--- src/sv/tbsc_pkg.sv ---
// ----------------------------------------------------------------------------
// tbsc_pkg
// Shared types and constants for the three-axis boxcar strip chart block:
// register map, configuration record, controller states and the command and
// status groups between controller and datapath.
// ----------------------------------------------------------------------------
package tbsc_pkg;

   // Fixed field widths
   localparam int TS_BITS       = 32;
   localparam int WLEN_BITS     = 7;
   localparam int STEP_BITS     = 16;
   localparam int RANGE_BITS    = 16;
   localparam int CSR_DATA_BITS = 32;
   localparam int CSR_ADDR_BITS = 4;
   localparam int REG_SEL_LSB   = 2;
   localparam int NUM_AXES      = 3;

   // Register reset values
   localparam logic [WLEN_BITS-1:0]         WLEN_RESET  = 7'd1;
   localparam logic [STEP_BITS-1:0]         STEP_RESET  = 16'd1;
   localparam logic signed [RANGE_BITS-1:0] FLOOR_RESET = 16'shB000;   // -5 g
   localparam logic signed [RANGE_BITS-1:0] CEIL_RESET  = 16'sh5000;   // +5 g

   // Register indexes
   typedef enum logic [1:0] {
      REG_WINDOW_LENGTH = 2'd0,
      REG_MIN_TIME_STEP = 2'd1,
      REG_RANGE_FLOOR   = 2'd2,
      REG_RANGE_CEILING = 2'd3
   } reg_index_type;

   typedef struct packed {
      logic [WLEN_BITS-1:0]         window_length;
      logic [STEP_BITS-1:0]         min_time_step;
      logic signed [RANGE_BITS-1:0] range_floor;
      logic signed [RANGE_BITS-1:0] range_ceiling;
   } cfg_type;

   typedef enum logic [3:0] {
      ST_IDLE,
      ST_CHECK,
      ST_SUM,
      ST_DRAIN,
      ST_DIVM_START,
      ST_DIVM_WAIT,
      ST_SCALE,
      ST_PRODUCT,
      ST_DIVR_START,
      ST_DIVR_WAIT,
      ST_FINISH
   } state_type;

   // Controller to datapath
   typedef struct packed {
      logic capture;
      logic commit;
      logic issue;
      logic advance;
      logic divm_start;
      logic scale;
      logic product;
      logic divr_start;
      logic load_out;
   } cmd_type;

   // Datapath to controller
   typedef struct packed {
      logic step_ok;
      logic last_issue;
      logic div_busy;
      logic out_free;
   } sts_type;

endpackage

--- src/sv/tbsc_ctrl.sv ---
// ----------------------------------------------------------------------------
// tbsc_ctrl
// Sequencer: gate the request, walk the window, run both divides, hand off
// the result to the output register.
// ----------------------------------------------------------------------------
module tbsc_ctrl (
   input  logic              clock,
   input  logic              reset,
   input  logic              req_valid,
   output logic              req_ready,
   input  tbsc_pkg::sts_type sts,
   output tbsc_pkg::cmd_type cmd
);
   import tbsc_pkg::*;

   state_type state_ff, state_in;

   // Next state
   always_comb begin
      state_in = state_ff;
      unique case (state_ff)
         ST_IDLE:       if (req_valid) state_in = ST_CHECK;
         ST_CHECK:      state_in = sts.step_ok ? ST_SUM : ST_IDLE;
         ST_SUM:        if (sts.last_issue) state_in = ST_DRAIN;
         ST_DRAIN:      state_in = ST_DIVM_START;
         ST_DIVM_START: state_in = ST_DIVM_WAIT;
         ST_DIVM_WAIT:  if (!sts.div_busy) state_in = ST_SCALE;
         ST_SCALE:      state_in = ST_PRODUCT;
         ST_PRODUCT:    state_in = ST_DIVR_START;
         ST_DIVR_START: state_in = ST_DIVR_WAIT;
         ST_DIVR_WAIT:  if (!sts.div_busy) state_in = ST_FINISH;
         ST_FINISH:     if (sts.out_free) state_in = ST_IDLE;
         default:       state_in = ST_IDLE;
      endcase
   end

   always_ff @(posedge clock) begin
      if (reset) begin
         state_ff <= ST_IDLE;
      end else begin
         state_ff <= state_in;
      end
   end

   // Outputs
   always_comb begin
      cmd       = '0;
      req_ready = 1'b0;
      unique case (state_ff)
         ST_IDLE: begin
            req_ready   = 1'b1;
            cmd.capture = req_valid;
         end
         ST_CHECK:      cmd.commit     = sts.step_ok;
         ST_SUM:        cmd.issue      = 1'b1;
         ST_DRAIN:      cmd.advance    = 1'b1;
         ST_DIVM_START: cmd.divm_start = 1'b1;
         ST_SCALE:      cmd.scale      = 1'b1;
         ST_PRODUCT:    cmd.product    = 1'b1;
         ST_DIVR_START: cmd.divr_start = 1'b1;
         ST_FINISH:     cmd.load_out   = sts.out_free;
         default:       cmd            = '0;
      endcase
   end
endmodule

--- config.mk ---
export PLATFORM = sky130hd
export DESIGN_NAME = tbsc_ctrl
export DESIGN_NICKNAME = d
export VERILOG_FILES = /design/src/sv/tbsc_pkg.sv /design/src/sv/tbsc_ctrl.sv
export SDC_FILE = /design/constraint.sdc
export NUM_CORES = 1
export LEC_CHECK = 0
export BUFFER_PORTS_ARGS = -buffer_cell sky130_fd_sc_hd__buf_2
export CAP_MARGIN = 10
export CORE_AREA = 2 2 39 41
export DETAILED_ROUTE_END_ITERATION = 10
export DIE_AREA = 0 0 41 43
export GPL_TIMING_DRIVEN = 0
export SYNTH_ARGS = -nofsm -noshare
export SYNTH_HDL_FRONTEND = slang
export SYNTH_SLANG_ARGS = --single-unit
--- constraint.sdc ---
create_clock -name clock -period 1.9 [get_ports clock]
set_input_delay 0.19 -clock clock [delete_from_list [all_inputs] [get_ports clock]]
set_output_delay 0.19 -clock clock [all_outputs]
set_load 0.01 [all_outputs]
* Word level (Yosys, flattened, before mapping)
Index checks and enable logic that the tools add are counted.
Storage, ports and cells: flip-flop bits (word level) 4, input port bits 7, output and inout bits 10
Cells by class: eq/ne operators 15, mux-type cells 17, reduce and logical (&&, ||, !) cells 2
Operators with widths (count):
- one-hot mux 4 bit (11 select lines) | 1
- 2-to-1 mux 4 bit | 5
- equality test 4 x 3 -> 1 bit, second input constant | 4
- equality test 4 bit, second input constant | 3
- 2-to-1 mux 1 bit | 10
- inequality test 2 bit, second input constant | 5
- equality test 4 x 2 -> 1 bit, second input constant | 2
- AND reduction 5 bit | 1
- equality test 4 x 1 -> 1 bit, second input constant | 1
- zero test 4 bit | 1
- 2-to-1 mux 2 bit | 1

* Depth between registers and ports, before layout
word-level depth 3, gate-level depth with buffers 5

* Worst setup path before layout
OpenSTA, ideal clock, no wires.
kind reg2out, start reg state_ff[3], end out cmd[8] (netlist bit), data arrival time 1267 ps, path slack 443 ps, stages on the path, launching flop included 4, path through dfxtp_1 > clkbuf_1 > nor4_1 > and2_1
RTL lines:
- start: declaration | RTL line tbsc_ctrl.sv:16 | state_type state_ff, state_in;
- start signal: assignment | RTL line tbsc_ctrl.sv:41 | state_ff <= state_in;
- end: declaration | RTL line tbsc_ctrl.sv:12 | output tbsc_pkg::cmd_type cmd

==> impl_metrics.py <==
metrics = {
    "power": {
        "p_sw_share_pct": 31.8,
        "p_per_area_mw_per_mm2": 624,
        "internal-power_mw": 0.216,
        "p_sw_mw": 0.101,
        "leakage_nw": 0.237,
        "ir_drop_v": 0.000207,
        "p_seq_share_pct": 30.2,
        "combPwrFrac_pct": 34.7,
        "pwr-share-clk_pct": 35.1,
    },
    "cells_and_area": {
        "final_area_um2": 507,
        "largest_reg_flops": 4,
        "fin_nets": 78,
        "area_growth_syn_to_layout_pct": 31.9,
        "drive_gt1_share_pct": 40.6,
        "antennaDiodeCount": 0,
        "top_register": "state_ff",
        "top_regs": "state_ff: 4 flops",
    },
    "sta": {
        "hold_viol_final": 0,
        "setup_viol": 0,
        "tightestPinTransition_ns": 0.387,
        "timing.fmax_mhz": 605,
        "skew_ns": 0.00484,
        "setup_ws_ns": 0.247,
        "rsz0062_at_grt": "false",
        "slew_violations": 0,
        "slew_headroom_pct": 73.6,
        "setup_tns_ns": 0,
        "fin_crit_ns": 1.65,
        "period_share_pct": 87.0,
    },
    "grt": {
        "grt_usage_pct": 13.3,
        "grt_pass1_wl_um": 1590,
        "grt_max_degree": 11,
        "grt_pass1_vias": 412,
        "gr-total-overflow": 0,
        "antenna_found_initial": 0,
    },
    "clocking": {
        "cts_tree": "yes",
        "cts_buffers": 3,
        "clock_sinks": 4,
        "postCtsHoldBufs": 0,
        "cts_resized": 0,
        "clockRootBuffer": "clkbuf_4",
        "cts_htree_levels": 1,
        "clk_latency_ns": 0.24,
        "clockBufferDepth": 2,
        "cts.clk_slew.worst_paths_ns": 0.04,
        "post-cts-setup-buffers": 0,
    },
    "setup_path": {
        "timing.rr.end": "state_ff[0]",
        "critPathBufInv": 2,
        "worstSetupStartpoint": "state_ff[3]",
        "start_kind": "flop",
        "reg2reg_slack_ns": 0.44,
        "path_class": "reg2out",
        "slowest_stage": "nor4_1",
        "cp.depth": 4,
        "cpPeakStageDelay_ns": 0.37,
        "r2r_start": "state_ff[2]",
        "crit_path_end_kind": "output port",
        "cp.arrival_ns": 1.46,
        "reg2reg_depth": 4,
        "path_cells": "clkbuf_1 > nor4_1 > and2_1 > buf_2",
        "cpLargestDelayFamily": "simple AND/OR/NAND/NOR gates",
        "worstPathRequired_ns": 1.71,
        "cp-endpoint": "cmd[8]",
        "cp_max_fo": 10,
    },
    "drt": {
        "postRouteAntennaNets": 0,
        "route.detailed.drc": 0,
        "vias": 414,
        "dr.pass1.iters": 1,
        "routed_wl_um": 933,
        "vias_per_cell": 4.87,
        "first_iter_violations": 0,
        "wl_per_cell_um": 11.0,
    },
    "floorplanning": {
        "rows": 14,
        "ios": 17,
        "core_region_area_mm2": 0.00138,
        "die_w_um": 41,
        "initial_core_util_pct": 27.8,
        "die-height_um": 43,
        "die_area_mm2": 0.00176,
    },
    "yosys": {
        "ys_types": 28,
        "ys_warn_count": 0,
        "syn_nets": 57,
        "syn_area_um2": 384,
        "syn_area_per_cell_um2": 7.68,
        "synth_cells": 50,
        "synth_seq_cells": 4,
        "synth-seq-area-share_pct": 20.8,
    },
    "min_path": {
        "holdCritPathClass": "in2reg",
    },
    "placed_design": {
        "placed_area_um2": 484,
        "post-place-ws_ns": 0.378,
        "place.gp.congestion": 0.719,
        "io_buffers": 16,
        "hpwlAfterDp_um": 701,
    },
    "outcome": {
        "status": "complete, no violations",
    },
    "run": {
        "cap_violations": 0,
    },
}
-- routing by layer --
layer	vias to the layer above	global-route usage, %	wire length (µm)
li1	216	-	-
met1	181	13.5	414
met2	15	22.5	451
met3	2	1.57	47
met4	0	10.0	20
met5	-	0	0
-- cells by family after synthesis --
| group | synth area share [%] |
|---|---|
| DFF | 20.8 |
| xor gates and xnor gates | 2.28 |
| AOI/OAI and AO/OA | 17.9 |
| buffers and inverters | 9.77 |
| and+or+nand+nor | 46.6 |
| muxes | 2.61 |
-- worst min path at each step --
stage | startpoint | endpoint | cells after the start
after global placement | reset | state_ff[3] | 2
final | reset | state_ff[3] | 2
after CTS | reset | state_ff[3] | 2
after detailed placement | reset | state_ff[3] | 2
after global routing | reset | state_ff[3] | 2
after floorplan | reset | state_ff[3] | 1
-- cells in the mapped netlist --
library cell | instances | share of area, %
and3_4 | 1 | 2.9
nor4_1 | 1 | 1.6
nand2_1 | 2 | 2.0
or4_4 | 1 | 2.9
a211oi_2 | 1 | 3.3
nand2b_4 | 1 | 3.6
o21ai_2 | 1 | 2.3
o21ai_0 | 2 | 2.6
o22ai_1 | 1 | 1.6
buf_6 | 2 | 5.9
a31oi_1 | 1 | 1.6
a2111oi_0 | 1 | 2.3
nor4b_1 | 1 | 2.3
a211o_1 | 1 | 2.3
xor2_1 | 1 | 2.3
and3b_2 | 1 | 2.6
nor3_1 | 8 | 10
nor2b_1 | 1 | 1.6
nor2_1 | 6 | 5.9
inv_1 | 2 | 2.0
mux2i_1 | 1 | 2.6
and2_1 | 1 | 1.6
clkbuf_1 | 2 | 2.0
o21bai_1 | 1 | 2.0
dfxtp_1 | 4 | 21
or2b_2 | 1 | 2.3
nand2b_1 | 3 | 4.9
or2b_1 | 1 | 2.0
-- through the flow --
stage,hold WS [ns],power (mW),instances,utilization (%)
after floorplan,0.255,0.177,50,-
after global placement,0.413,0.208,82,35.0
after detailed placement,0.413,0.208,82,35.0
after CTS,0.154,0.322,85,36.6
after global routing,0.170,0.339,85,36.6
final,0.162,0.316,85,36.6
-- final cells by class --
| class | count | area, µm² |
|---|---|---|
| Inverter | 2 | 7.51 |
| Clock buffer | 3 | 22.5 |
| Tap cell | 16 | 20.0 |
| Timing Repair Buffer | 16 | 80.1 |
| Buffer | 4 | 30.0 |
| Sequential cell | 4 | 80.1 |
| Multi-Input combinational cell | 40 | 267 |
| Fill cell | 154 | 877 |
-- cell usage in the layout (no fill, tap or decap), drive strengths merged, types with 2 or more instances in the layout --
master / count
buf: 18
clkbuf: 5
dfxtp: 4
inv: 2
nand2: 2
nand2b: 4
nor2: 6
nor3: 8
o21ai: 3
or2b: 2
-- power groups by stage --
stage          clock, mW  combinational [mW]  sequential, mW
2_1_floorplan          0              0.0808          0.0961
3_3_place_gp           0               0.111          0.0970
3_5_place_dp           0               0.111          0.0969
4_1_cts            0.115               0.111          0.0956
5_1_grt            0.119               0.124          0.0963
6_report           0.111               0.110          0.0956
-- worst register-to-register path, cell delays in order, from the launching register on --
cell and delay, ns:
dfxtp_1 0.39, clkbuf_1 0.37, nor2b_1 0.17, o21ai_0 0.08
a2111oi_0 0.32
Note: power is estimated with default switching activity, not from simulation.
