--- src/sv/tbsc_pkg.sv ---
// ----------------------------------------------------------------------------
// tbsc_pkg
// Shared types and constants for the three-axis boxcar strip chart block:
// register map, configuration record, controller states and the command and
// status groups between controller and datapath.
// ----------------------------------------------------------------------------
package tbsc_pkg;

   // Fixed field widths
   localparam int TS_BITS       = 32;
   localparam int WLEN_BITS     = 7;
   localparam int STEP_BITS     = 16;
   localparam int RANGE_BITS    = 16;
   localparam int CSR_DATA_BITS = 32;
   localparam int CSR_ADDR_BITS = 4;
   localparam int REG_SEL_LSB   = 2;
   localparam int NUM_AXES      = 3;

   // Register reset values
   localparam logic [WLEN_BITS-1:0]         WLEN_RESET  = 7'd1;
   localparam logic [STEP_BITS-1:0]         STEP_RESET  = 16'd1;
   localparam logic signed [RANGE_BITS-1:0] FLOOR_RESET = 16'shB000;   // -5 g
   localparam logic signed [RANGE_BITS-1:0] CEIL_RESET  = 16'sh5000;   // +5 g

   // Register indexes
   typedef enum logic [1:0] {
      REG_WINDOW_LENGTH = 2'd0,
      REG_MIN_TIME_STEP = 2'd1,
      REG_RANGE_FLOOR   = 2'd2,
      REG_RANGE_CEILING = 2'd3
   } reg_index_type;

   typedef struct packed {
      logic [WLEN_BITS-1:0]         window_length;
      logic [STEP_BITS-1:0]         min_time_step;
      logic signed [RANGE_BITS-1:0] range_floor;
      logic signed [RANGE_BITS-1:0] range_ceiling;
   } cfg_type;

   typedef enum logic [3:0] {
      ST_IDLE,
      ST_CHECK,
      ST_SUM,
      ST_DRAIN,
      ST_DIVM_START,
      ST_DIVM_WAIT,
      ST_SCALE,
      ST_PRODUCT,
      ST_DIVR_START,
      ST_DIVR_WAIT,
      ST_FINISH
   } state_type;

   // Controller to datapath
   typedef struct packed {
      logic capture;
      logic commit;
      logic issue;
      logic advance;
      logic divm_start;
      logic scale;
      logic product;
      logic divr_start;
      logic load_out;
   } cmd_type;

   // Datapath to controller
   typedef struct packed {
      logic step_ok;
      logic last_issue;
      logic div_busy;
      logic out_free;
   } sts_type;

endpackage

--- src/sv/tbsc_csr.sv ---
// ----------------------------------------------------------------------------
// tbsc_csr
// APB-style register file: window length, minimum time step, plot range.
// ----------------------------------------------------------------------------
module tbsc_csr (
   input  logic                                  clock,
   input  logic                                  reset,
   input  logic                                  psel,
   input  logic                                  penable,
   input  logic                                  pwrite,
   input  logic [tbsc_pkg::CSR_ADDR_BITS-1:0]    paddr,
   input  logic [tbsc_pkg::CSR_DATA_BITS-1:0]    pwdata,
   output logic [tbsc_pkg::CSR_DATA_BITS-1:0]    prdata,
   output logic                                  pready,
   output tbsc_pkg::cfg_type                     cfg
);
   import tbsc_pkg::*;

   cfg_type       cfg_ff, cfg_in;
   reg_index_type idx;
   logic          wr;

   assign idx    = reg_index_type'(paddr[REG_SEL_LSB +: 2]);
   assign wr     = psel && penable && pwrite;
   assign pready = 1'b1;

   // Register write
   always_comb begin
      cfg_in = cfg_ff;
      if (wr) begin
         unique case (idx)
            REG_WINDOW_LENGTH: cfg_in.window_length = pwdata[WLEN_BITS-1:0];
            REG_MIN_TIME_STEP: cfg_in.min_time_step = pwdata[STEP_BITS-1:0];
            REG_RANGE_FLOOR:   cfg_in.range_floor   = pwdata[RANGE_BITS-1:0];
            REG_RANGE_CEILING: cfg_in.range_ceiling = pwdata[RANGE_BITS-1:0];
         endcase
      end
   end

   always_ff @(posedge clock) begin
      if (reset) begin
         cfg_ff.window_length <= WLEN_RESET;
         cfg_ff.min_time_step <= STEP_RESET;
         cfg_ff.range_floor   <= FLOOR_RESET;
         cfg_ff.range_ceiling <= CEIL_RESET;
      end else begin
         cfg_ff <= cfg_in;
      end
   end

   // Register read
   always_comb begin
      unique case (idx)
         REG_WINDOW_LENGTH: prdata = CSR_DATA_BITS'(cfg_ff.window_length);
         REG_MIN_TIME_STEP: prdata = CSR_DATA_BITS'(cfg_ff.min_time_step);
         REG_RANGE_FLOOR:   prdata = CSR_DATA_BITS'(cfg_ff.range_floor);
         REG_RANGE_CEILING: prdata = CSR_DATA_BITS'(cfg_ff.range_ceiling);
      endcase
   end

   assign cfg = cfg_ff;
endmodule

--- config.mk ---
export PLATFORM = sky130hd
export DESIGN_NAME = tbsc_csr
export DESIGN_NICKNAME = d
export VERILOG_FILES = /design/src/sv/tbsc_pkg.sv /design/src/sv/tbsc_csr.sv
export SDC_FILE = /design/constraint.sdc
export NUM_CORES = 1
export LEC_CHECK = 0
export ABC_AREA = 1
export BUFFER_PORTS_ARGS = -buffer_cell sky130_fd_sc_hd__buf_2
export CORE_MARGIN = 2
export CORE_UTILIZATION = 48
export CTS_BUF_LIST = sky130_fd_sc_hd__clkbuf_8
export DETAILED_ROUTE_END_ITERATION = 8
export GPL_ROUTABILITY_DRIVEN = 0
export GPL_TIMING_DRIVEN = 0
export PLACE_DENSITY = 0.83
export SKIP_LAST_GASP = 1
export SYNTH_ARGS = -nofsm -noshare
export SYNTH_HDL_FRONTEND = slang
export SYNTH_SLANG_ARGS = --single-unit
--- constraint.sdc ---
create_clock -name clock -period 1.6 [get_ports clock]
set_input_delay 0.32 -clock clock [delete_from_list [all_inputs] [get_ports clock]]
set_output_delay 0.32 -clock clock [all_outputs]
set_load 0.01 [all_outputs]
### After elaboration in Yosys (flattened, before gate mapping)

Index checks and enable logic that the tools add are counted.

| storage, ports and cells | value |
|---|---|
| flip-flop bits (word level) | 55 |
| bits in latches | 0 |
| memory bits (writable) | 0 |
| memory bits (read-only) | 0 |
| input bits | 41 |
| output and inout bits | 88 |
| memories kept | 0 |

| cells by class | value |
|---|---|
| add/subtract/negate cells | 0 |
| multipliers | 0 |
| divide/modulo/power cells | 0 |
| magnitude comparators | 0 |
| equal/unequal tests | 3 |
| shift operators | 0 |
| mux-type cells | 1 |
| bitwise logic cells | 0 |
| reductions and logical operators | 7 |

Operators by type and width:

| cell | number |
|---|---|
| one-hot mux 32 bit (4 select lines) | 1 |
| AND reduction 2 bit | 4 |
| == test 2 bit (second input constant) | 2 |
| == test 2 x 1 -> 1 bit (second input constant) | 1 |
| logical AND 1 bit | 2 |
| logical NOT 2 bit | 1 |

### Longest topological paths before layout

| logic depth | value |
|---|---|
| depth after elaboration | 3 |
| gate-level depth with buffers | 6 |
| depth with buffers taken out | 5 |

### Least setup slack after synthesis

OpenSTA, ideal clock, no wires.

| timing path | value |
|---|---|
| path kind | input to output |
| start point | in paddr[2] (netlist name) |
| end point | out prdata[17] (netlist name) |
| data arrival time | 1,283 ps |
| path slack | -3 ps |
| stages | 6 |
| path through | nand2_1 > inv_1 > buf_2 > nand2_1 > nand2_1 > buf_4 |

| on the way | value |
|---|---|
| cells in the longest elaborated chain, start to end | 2 |
| elaborated cells on any way between the ends | 5 |

RTL lines:

| item | line | source |
|---|---|---|
| from (decl) | tbsc_csr.sv:11 | `input logic [tbsc_pkg::CSR_ADDR_BITS-1:0] paddr,` |
| == test 2 bit, or another cell as far along | tbsc_csr.sv:53 | `unique case (idx)` |
| one-hot mux 32 bit (4 select lines) * | tbsc_csr.sv:53 |  |
| to (decl) | tbsc_csr.sv:13 | `output logic [tbsc_pkg::CSR_DATA_BITS-1:0] prdata,` |

Mark *: on every way between the ends. The rest lies on a longest branch, timed or not.

### Final worst setup path

| timing path | value |
|---|---|
| start point | in paddr[2] (netlist name) |
| end point | out prdata[3] (netlist name) |

The elaborated chain is that of the path after synthesis.

==> PnR_summary.wiki <==
{| class="wikitable"
! Metric !! Value
|-
| Result of the run || finished clean
|-
| Wire length of the first global-routing pass || 13.6 mm
|-
| Cell row count || 27
|-
| Max-slew violations || 0
|-
| Post-synthesis area per instance || 6.42 µm²
|-
| Number of port buffers || 109
|-
| Post-route fraction of the period consumed by the critical path || 98.1%
|-
| Worst hold path cell count || 3
|-
| Cell variety after synth || 14
|-
| Antenna-violating nets left || 0
|-
| Number of synthesized register bits || 55
|-
| Endpoint class of the critical path || primary output
|-
| Reg power frac || 53.8%
|-
| Slowest cell on the critical path || clkbuf_4
|-
| Maximum buffer depth of the clock tree || 2
|-
| Antenna diode count || 0
|-
| Hold endpoint || cfg[29]$_SDFFE_PP1P_
|-
| Final standard cell area without fillers || 3530 µm²
|-
| Register-to-register path setup slack || 0.91 ns
|-
| Nets in the synthesized netlist || 458
|-
| Routed via count || 3142
|-
| Nets || 580
|-
| Dpl hpwl || 6.04 mm
|-
| Storage element area || 1100 µm²
|-
| Count of buffering cells on the critical path with inverters included || 4
|-
| Area of the core || 5440 µm²
|-
| Y dimension of the die || 78.7 µm
|-
| Initial cell density of the core || 49.3%
|-
| Number of setup violations in the final report || 0
|-
| # hold bufs at CTS || 0
|-
| Clock tree from TritonCTS || done
|-
| Placed instance area || 3320 µm²
|-
| Maximum number of pins on one net before global-route repair || 16
|-
| Reg2Reg Capture Point || cfg[48]$_SDFFE_PP1P_
|-
| Post-route core utilization || 65.0%
|-
| Fill count || 503
|-
| Post-DR vias/cell || 5.13
|-
| Worst slew margin || 60.4%
|-
| Worst Path Required || 1.28 ns
|-
| Final Hold Viols || 0
|-
| Kind of cell with the highest combined delay on the critical path || buffers and inverters
|-
| PD cells || 748 nW/µm²
|-
| DR DRC count || 0
|-
| Horizontal die dimension || 78.7 µm
|-
| Number of buffers created by CTS || 5
|-
| Minimum period implied by the final worst setup slack || 1.57 ns
|-
| Number of detailed-routing iterations run before antenna repair || 5
|-
| Largest stage delay, worst path || 0.18 ns
|-
| Share of post-route cells with drive strength above 1 || 31.3%
|-
| Highest achievable clock rate || 637 MHz
|-
| Global route overflow || 0
|-
| Wire per inst || 14.2 µm
|-
| Part of the total power dissipated in combinational logic || 18.0%
|-
| Cell internal power dissipation || 1.88 mW
|-
| Reported net switching power || 759 µW
|-
| Part of the power in the clock network || 28.2%
|-
| Fin Clk Skew || 0 ns
|-
| Area growth from synthesis to layout || 31.9%
|-
| Global-route usage over all layers || 28.0%
|-
| CP Max Fanout || 10
|-
| Via count of the first global-routing pass || 2858
|-
| Startpoint of the lowest-slack hold path || pwdata[13]
|-
| Met3 global-route usage || 4.32%
|-
| Clock tree root driver cell || clkbuf_8
|-
| CTS clk-pin slew, worst paths || 0.10 ns
|-
| Unrepaired setup endpoints after global routing || true
|-
| CP startpoint kind || input pin
|-
| List of cells traversed by the critical path || clkbuf_4 > inv_1 > nor2_4 > buf_6 > nand2_1 > nand4_1 > buf_2
|-
| Net switching share of the total power || 28.7%
|-
| Highest ir drop seen on vdd || 0.000489 V
|-
| Depth of the worst register-to-register path || 2
|-
| Total of warnings raised by yosys || 0
|-
| Mapped Cells || 417
|-
| Leakage power figure || 1.89 nW
|-
| Summed instance area of the synthesized netlist || 2680 µm²
|-
| Count of boundary I/O pins || 129
|-
| Antenna violations before repair || 0
|-
| Arrival time at the worst endpoint || 1.25 ns
|-
| Type of the worst setup path || in2out
|-
| Number of H-tree branching levels || 2
|-
| Met2 Usage GRT || 46.8%
|-
| Number of flip-flops under the largest register name || 55
|-
| Aggregate routed wire length || 8.69 mm
|-
| Area of the multi-input gates || 1320 µm²
|-
| Hold crit path type || in2reg
|-
| Insertion delay to the later sink of the worst-skew pair || 0.30 ns
|-
| Post-synthesis sequential area ratio || 41.1%
|-
| Routing usage on met1 || 36.8%
|-
| Maxcap violations || 0
|-
| Transition time at the pin with the least slew margin || 0.592 ns
|-
| Detailed Route Iter0 Violations || 342
|-
| Overall die area || 6190 µm²
|-
| Hold Slack || 0.232 ns
|-
| TritonCTS sink count || 55
|-
| Reg-to-Reg Start || cfg[48]$_SDFFE_PP1P_
|-
| Most Used Layer, Global Route || met2
|}
## worst reg2reg max path, cell delays in order, from the launching register on
cell     delay (ns)
dfxtp_1        0.34
o21ai_0        0.12
nand3_1        0.11
## synthesized netlist by cell type, drive strengths merged
cell / number / share of area [%]
nand2: 123 / 17
nor2: 104 / 15
nand3: 65 / 12
dfxtp: 55 / 41
buf: 39 / 8.8
inv: 21 / 2.9
nand4: 7 / 1.6
o21ai: 2 / 0.37
conb: 1 / 0.14
## per-layer routing
layer | vias up | part of all wire [%]
met5 | - | 0
met4 | 0 | 2.0
met3 | 18 | 9.3
met2 | 181 | 49
met1 | 1423 | 40
li1 | 1520 | -
## kinds of logic (layout without fill, tap and decap cells)
logic type / Yosys count / count (layout) / share of synthesized area (%)
compound gates: 2 / 2 / 0.374
simple gates: 299 / 300 / 46.6
flops: 55 / 55 / 41.1
buf+inv: 60 / 182 / 11.8
other cells: 1 / 1 / 0.140
## how the worst max path moves through the flow
stage                  start          to  slack, ns  cells past startpoint
floorplan           paddr[2]  prdata[17]       0.13                      6
global placement    paddr[3]  prdata[19]      -0.22                      8
detailed placement  paddr[3]  prdata[18]      -0.33                      8
CTS                 paddr[2]   prdata[3]      -0.04                      7
global route        paddr[2]   prdata[4]      -0.04                      7
finish              paddr[2]   prdata[3]       0.03                      7
## metrics by stage
stage	setup slack [ns]	power (mW)	TNS (ns)	instances
final	0.0304	2.64	0	612
after global routing	-0.0358	2.76	-0.0976	612
after CTS	-0.0357	2.61	-0.129	612
after detailed placement	-0.331	1.88	-5.38	598
after global placement	-0.218	1.87	-3.61	598
after floorplan	0.135	1.71	0	417
## layout make-up
| class | count | area share [%] |
|---|---|---|
| clock buffers | 5 | 1.95 |
| repair buffers | 114 | 16.7 |
| flip-flops and latches | 55 | 31.2 |
| plain buffers | 39 | 7.61 |
| multi-input cells | 303 | 37.4 |
| well taps | 72 | 2.55 |
| clock inverters | 3 | 0.354 |
| inverters | 21 | 2.23 |
## power groups by stage
stage	Combinational [mW]	Clock [mW]	Sequential [mW]
finish	0.475	0.744	1.42
global route	0.517	0.813	1.43
CTS	0.449	0.736	1.42
detailed placement	0.430	0	1.45
global placement	0.419	0	1.45
floorplan	0.248	0	1.46
## cell usage in the layout (no fill, tap or decap)
master      n
nand2_1   119
buf_2     115
nor2_1     98
nand3_1    64
dfxtp_1    55
buf_4      27
inv_1      20
nand4_1     7
nor2_4      6
buf_6       5
buf_1       5
clkbuf_8    5
nand2_4     4
inv_2       3
o21ai_0     2
nand2_2     1
nand3_2     1
conb_1      1
clkinv_2    1
clkbuf_4    1
## timing repair
action,4_1_cts,5_1_grt
buffers inserted,5,0
cloned,1,0
setup endpoints to repair,24,32
pin swaps,2,1
gates resized for setup,9,24
No activity file was read; power rests on OpenSTA's default activity.
